File: config.mk
export PLATFORM = sky130hd
export DESIGN_NAME = tst_front
export DESIGN_NICKNAME = d
export VERILOG_FILES = /design/src/rtl/core/tst_pkg.sv /design/src/rtl/core/tst_front.sv
export SDC_FILE = /design/constraint.sdc
export NUM_CORES = 1
export LEC_CHECK = 0
export ABC_AREA = 1
export BUFFER_PORTS_ARGS = -buffer_cell sky130_fd_sc_hd__buf_2
export CORE_MARGIN = 2
export CORE_UTILIZATION = 40
export CTS_CLUSTER_DIAMETER = 50
export DETAILED_ROUTE_END_ITERATION = 10
export GPL_TIMING_DRIVEN = 0
export PLACE_DENSITY = 0.65
export SYNTH_ARGS = -nofsm -noshare
export SYNTH_HDL_FRONTEND = slang
export SYNTH_SLANG_ARGS = --single-unit
export TNS_END_PERCENT = 10
File: constraint.sdc
create_clock -name clk -period 12.3 [get_ports clk]
set_input_delay 1.23 -clock clk [delete_from_list [all_inputs] [get_ports clk]]
set_output_delay 1.23 -clock clk [all_outputs]
set_load 0.005 [all_outputs]
File: src/rtl/core/tst_pkg.sv
package tst_pkg;

  localparam int SLOT_COUNT = 16;
  localparam int SLOT_W     = 4;
  localparam int AGE_W      = 3;

  localparam logic [2:0]  AGE_LIMIT  = 3'd4;
  localparam logic [39:0] CTRL_MAGIC = 40'h4E5544504E;
  localparam logic [15:0] CTRL_LEN   = 16'd10;
  localparam logic [7:0]  ID_OFFSET  = 8'd2;

  localparam logic [7:0] CMD_JOIN  = 8'h43;
  localparam logic [7:0] CMD_SUPER = 8'h53;
  localparam logic [7:0] CMD_KEEP  = 8'h4C;

  localparam logic [3:0] VER_4 = 4'd4;
  localparam logic [3:0] VER_6 = 4'd6;

  typedef enum logic [1:0] {
    REQ_NET  = 2'd0,
    REQ_TUN  = 2'd1,
    REQ_TICK = 2'd2,
    REQ_NONE = 2'd3
  } req_t;

  typedef enum logic [1:0] {
    ACT_REPLY  = 2'd0,
    ACT_TUNNEL = 2'd1,
    ACT_SEND   = 2'd2
  } act_t;

  typedef enum logic [1:0] {
    RC_ASSIGNED = 2'd0,
    RC_FULL     = 2'd1,
    RC_ECHO     = 2'd2,
    RC_KILL     = 2'd3
  } rc_t;

  // classified event handed from front to back
  typedef struct packed {
    req_t        req;
    logic        is_ctrl;
    logic [7:0]  cmd;
    logic [3:0]  ver;
    logic [63:0] addr_hi;
    logic [63:0] addr_lo;
    logic [15:0] port;
    logic [8:0]  data_cand;   // signed-ish: bit 8 set means negative
    logic [8:0]  tun_cand;
    logic        tun_super;   // use super client
  } evt_t;

  typedef struct packed {
    act_t        action;
    rc_t         code;
    logic [3:0]  slot;
    logic [63:0] hi;
    logic [63:0] lo;
    logic [15:0] port;
    logic        last;
  } res_t;

endpackage

File: src/rtl/core/tst_front.sv
module tst_front import tst_pkg::*; (
  input  logic        clk,
  input  logic        rst_n,
  input  logic        cfg_we,
  input  logic [31:0] cfg_wdata,
  input  logic        in_push,
  output logic        in_full,
  input  logic [1:0]  in_req_type,
  input  logic [63:0] in_peer_addr_hi,
  input  logic [63:0] in_peer_addr_lo,
  input  logic [15:0] in_peer_port,
  input  logic [15:0] in_pkt_length,
  input  logic [47:0] in_head_bytes,
  input  logic [3:0]  in_ip_ver,
  input  logic [7:0]  in_v4_src_last,
  input  logic [31:0] in_v4_dst_addr,
  input  logic [7:0]  in_v6_src_last,
  input  logic [7:0]  in_v6_dst_last,
  output logic        evt_valid,
  input  logic        evt_pop,
  output evt_t        evt_data
);

  logic [31:0] subnet_r;
  evt_t        cls;
  evt_t        q_r [2];
  logic        wp_r, rp_r;
  logic [1:0]  cnt_r;
  logic        push_ok;

  // subnet register
  always_ff @(posedge clk) begin
    if (!rst_n) subnet_r <= '0;
    else if (cfg_we) subnet_r <= cfg_wdata;
  end

  // classify the word
  always_comb begin
    cls = '0;
    cls.req     = req_t'(in_req_type);
    cls.is_ctrl = (in_pkt_length == CTRL_LEN) && (in_head_bytes[47:8] == CTRL_MAGIC);
    cls.cmd     = in_head_bytes[7:0];
    cls.ver     = in_ip_ver;
    cls.addr_hi = in_peer_addr_hi;
    cls.addr_lo = in_peer_addr_lo;
    cls.port    = in_peer_port;
    cls.data_cand = 9'h100;
    if (in_ip_ver == VER_4) cls.data_cand = {1'b0, in_v4_src_last} - {1'b0, ID_OFFSET};
    else if (in_ip_ver == VER_6) cls.data_cand = {1'b0, in_v6_src_last} - {1'b0, ID_OFFSET};
    cls.tun_cand  = 9'h100;
    cls.tun_super = 1'b0;
    if (in_ip_ver == VER_4) begin
      if ((in_v4_dst_addr & subnet_r) == subnet_r)
        cls.tun_cand = {1'b0, in_v4_dst_addr[7:0]} - {1'b0, ID_OFFSET};
      else
        cls.tun_super = 1'b1;
    end else if (in_ip_ver == VER_6) begin
      cls.tun_cand = {1'b0, in_v6_dst_last} - {1'b0, ID_OFFSET};
    end
  end

  assign in_full   = (cnt_r == 2'd2);
  assign push_ok   = in_push && !in_full;
  assign evt_valid = (cnt_r != 2'd0);
  assign evt_data  = q_r[rp_r];

  // two-entry queue toward the back end
  always_ff @(posedge clk) begin
    if (push_ok) q_r[wp_r] <= cls;
    if (!rst_n) begin
      wp_r  <= 1'b0;
      rp_r  <= 1'b0;
      cnt_r <= '0;
    end else begin
      if (push_ok) wp_r <= ~wp_r;
      if (evt_pop) rp_r <= ~rp_r;
      cnt_r <= cnt_r + {1'b0, push_ok} - {1'b0, evt_pop};
    end
  end

endmodule

==> impl_results.md <==
- Status: finished, final reports clean
- CTS tree: done
- Max-slew violation count: 0
- Vias in the first global route: 10,070
- DRC viols: 0
- Share of layout cells above drive strength 1: 0.4304
- Crit-path max cell delay: 0.40 ns
- Mapped Area: between 15,000 and 20,000 sq um
- Number of flops mapped to enable cells by yosys: 356
- Crit Path Max Fanout: 10
- Fillers: 3,221
- Critical setup path kind: register to primary output
- Fmax: 301.1 MHz
- Dpl hpwl: 28,840 um
- DRT Wirelength: 38,140 um
- Min-Delay Path Class: register to register
- P&R area growth vs syn: 30.97%
- FF-to-FF End: q_r[1][123]$_DFFE_PP_
- Leakage: between 0.008 and 0.009 uW
- Max-slew headroom: 0.4894
- DR iter-0 viols: roughly 480
- Slowest cell on crit path: mux2_1
- Worst hold path depth: 2
- Final cycle utilization of the critical path: 0.2700
- Final critical-path setup slack: 8.978 ns
- Die area: 40,220 sq um
- Root buf cell: clkbuf_16
- I/O pin cnt: a little under 500
- Hold Vio Cnt, Final: 0
- Nets: 1,831
- Pre-CTS WS: slightly below 9 ns
- Buf/Inv on CP: 4
- Largest delay share family, worst path: buffers and inverters
- Initial Utilization: 0.4083
- Hold_buf cts: 0
- CP endpoint kind: primary output
- FF-to-FF path depth: 6
- Die height: around 200 um
- Post-CTS Resized: 0
- Max IR drop VDD: 0.1076 mV
- Reg clk slew, reported paths: 0.06 ns
- Most common library cell in the layout ignoring fill and taps: buf_2
- Worst-case hold slack: between 0.4 and 0.5 ns
- Via Count: 9,793
- Final GP Congestion: around 0.84
- RSZ-0062 raised after global routing: no
- Syn Nets: between 1,000 and 1,500
- Syn Inst Count: about 1,000
- Clock skew: between 0.01 and 0.015 ns
- Vias per cell: 4.731
- Design Power: 3307 uW
- Largest net degree at the start of global routing: 33
- Initial antenna violation count: 6
- Yosys cell types: 36
- Synthesized flop and latch total: around 390
- DRT Pass-1 Iters: 4
- FP Rows: 71
- Antenna-violating nets left: 0
- Least-Margin Pin Slew: 0.7641 ns
- Setup bufs post-CTS: 0
- WHS Endpoint: subnet_r[18]$_SDFFE_PN0P_
- CP Launch Type: register
- Seq/Total Area, Yosys: 0.7398
- Clock Path Buffers: 3
- First-pass GRT wire length: 57,980 um
- Top cells by area, synth: edfxtp_1, mux2_1, dfxtp_1, mux2_2, nor2_1
- Total grt overflow: 0
- Min-Delay Startpoint: subnet_r[18]$_SDFFE_PN0P_
- Setup violators final: 0
- Wire per inst: 18.43 um
- Total of max-cap violations: 0
- Dominant cell type by area after synthesis: edfxtp_1
- Mean Syn Cell Area: between 15 and 20 sq um
- Commonest non-fill, non-tap cells in the layout: buf_2, edfxtp_1, mux2_1
- CORE AREA: 37,840 sq um
- Post-route insts no fill: 2,070
- Die W: 200.5 um
- Min cycle time layout: 3.322 ns
- Reg2reg start: cnt_r[0]$_SDFF_PN0_
- GRT Total Usage: 0.1877
- Ys Warns: 0
- Critical Path RT: 11.07 ns
- R2R Setup Slk: 9.79 ns
- Worst skew pair latency: approximately 0.55 ns
- Post-synth top area share: 0.6919
- Clk sink count: 393
- CP cell instances: buf_2 -> buf_6 -> buf_6 -> mux2_1 -> buf_2
- I/O Buffers: about 490
- Crit path DAT: 2.09 ns
- Power Density: 163.4 nW/um^2
- Asr flop ratio synth: 0
- Htree depth: 2
- Top FF cell, synth: edfxtp_1
- Setup TNS: 0 ns
- TritonCTS buffer count: 43
- Cells after DPL: 1,984
layer usage:
layer  track usage  wire length [um]
met1        0.2173             14580
met2        0.3207             18760
met3       0.06899              3668
met4       0.06667              1105
met5             0                31
logic make-up after synthesis:
group,Yosys count,share of synthesized area
buffers and inverters,107,0.03377
flip-flops,393,0.7398
adder cells (fa/ha/maj),6,0.004859
XOR/XNOR,13,0.007369
multiplexers,178,0.1297
AO/OA/AOI/OAI,74,0.02624
AND/OR/NAND/NOR,204,0.05822
cell usage after synthesis, types with 2 or more instances:
cell	count
edfxtp_1	356
dfxtp_1	37
nor3_1	4
clkbuf_1	6
nor2_1	86
nor4_1	7
o21ai_1	12
o21ai_2	4
inv_2	10
xor2_1	11
nand4_1	13
mux2_2	58
a21oi_1	12
o21ai_0	39
nand2_2	3
nand3_1	11
nor2_4	4
ha_1	6
xnor2_1	2
buf_2	9
o22ai_1	3
buf_6	14
nand2_1	68
mux2_1	120
nor2_2	3
inv_1	67
layout make-up:
| cell class | count | area, sq um | area share |
|---|---|---|---|
| flip-flops and latches | 393 | 11430 | 0.5649 |
| inverters | 77 | 289.0 | 0.01428 |
| clock buffers | 57 | 1149 | 0.05676 |
| clock inverters | 22 | 269.0 | 0.01329 |
| plain buffers | 30 | 232.7 | 0.01150 |
| multi-input cells | 475 | 3513 | 0.1736 |
| repair buffers | 498 | 2695 | 0.1332 |
| well taps | 511 | 639.4 | 0.03160 |
| diodes | 7 | 17.52 | 0.0008656 |
flip-flops by register name, summed over array words and instances, names as in the netlist, named ones only:
name,count
wp_r,1
q_r,356
rp_r,1
cnt_r,2
subnet_r,32
metrics by stage:
step | area (sq um) | util
2_1_floorplan | 15450 | -
3_3_place_gp | 18520 | 0.4895
3_5_place_dp | 18800 | 0.4968
4_1_cts | 20220 | 0.5343
5_1_grt | 20230 | 0.5345
6_report | 20240 | 0.5347
worst max path at each step:
stage | endpoint | depth (start not counted) | slack, ns | startpoint
4_1_cts | evt_data[97] | 5 | 8.89 | register
3_3_place_gp | q_r[1][125]$_DFFE_PP_ | 3 | -1.78 | in_push
3_5_place_dp | q_r[1][117]$_DFFE_PP_ | 7 | 8.85 | in_push
2_1_floorplan | q_r[0][0]$_DFFE_PP_ | 2 | 2.84 | in_push
5_1_grt | evt_data[97] | 5 | 8.87 | register
6_report | evt_data[97] | 5 | 8.98 | register
worst register-to-register path, delay by kind of cell, from the launching register on:
| kind | cells | cell delay, ns |
|---|---|---|
| simple gates | 1 | 0.59 |
| compound gates | 1 | 0.24 |
| buf+inv | 4 | 0.97 |
| flops | 1 | 0.39 |
where the power goes:
part           switching [uW]  internal [uW]  leakage, uW
clock network             498            767     0.000686
registers                26.0           1600      0.00364
logic                     229            188      0.00383
total                     753           2550      0.00816
(Power assumes the default switching activity.)
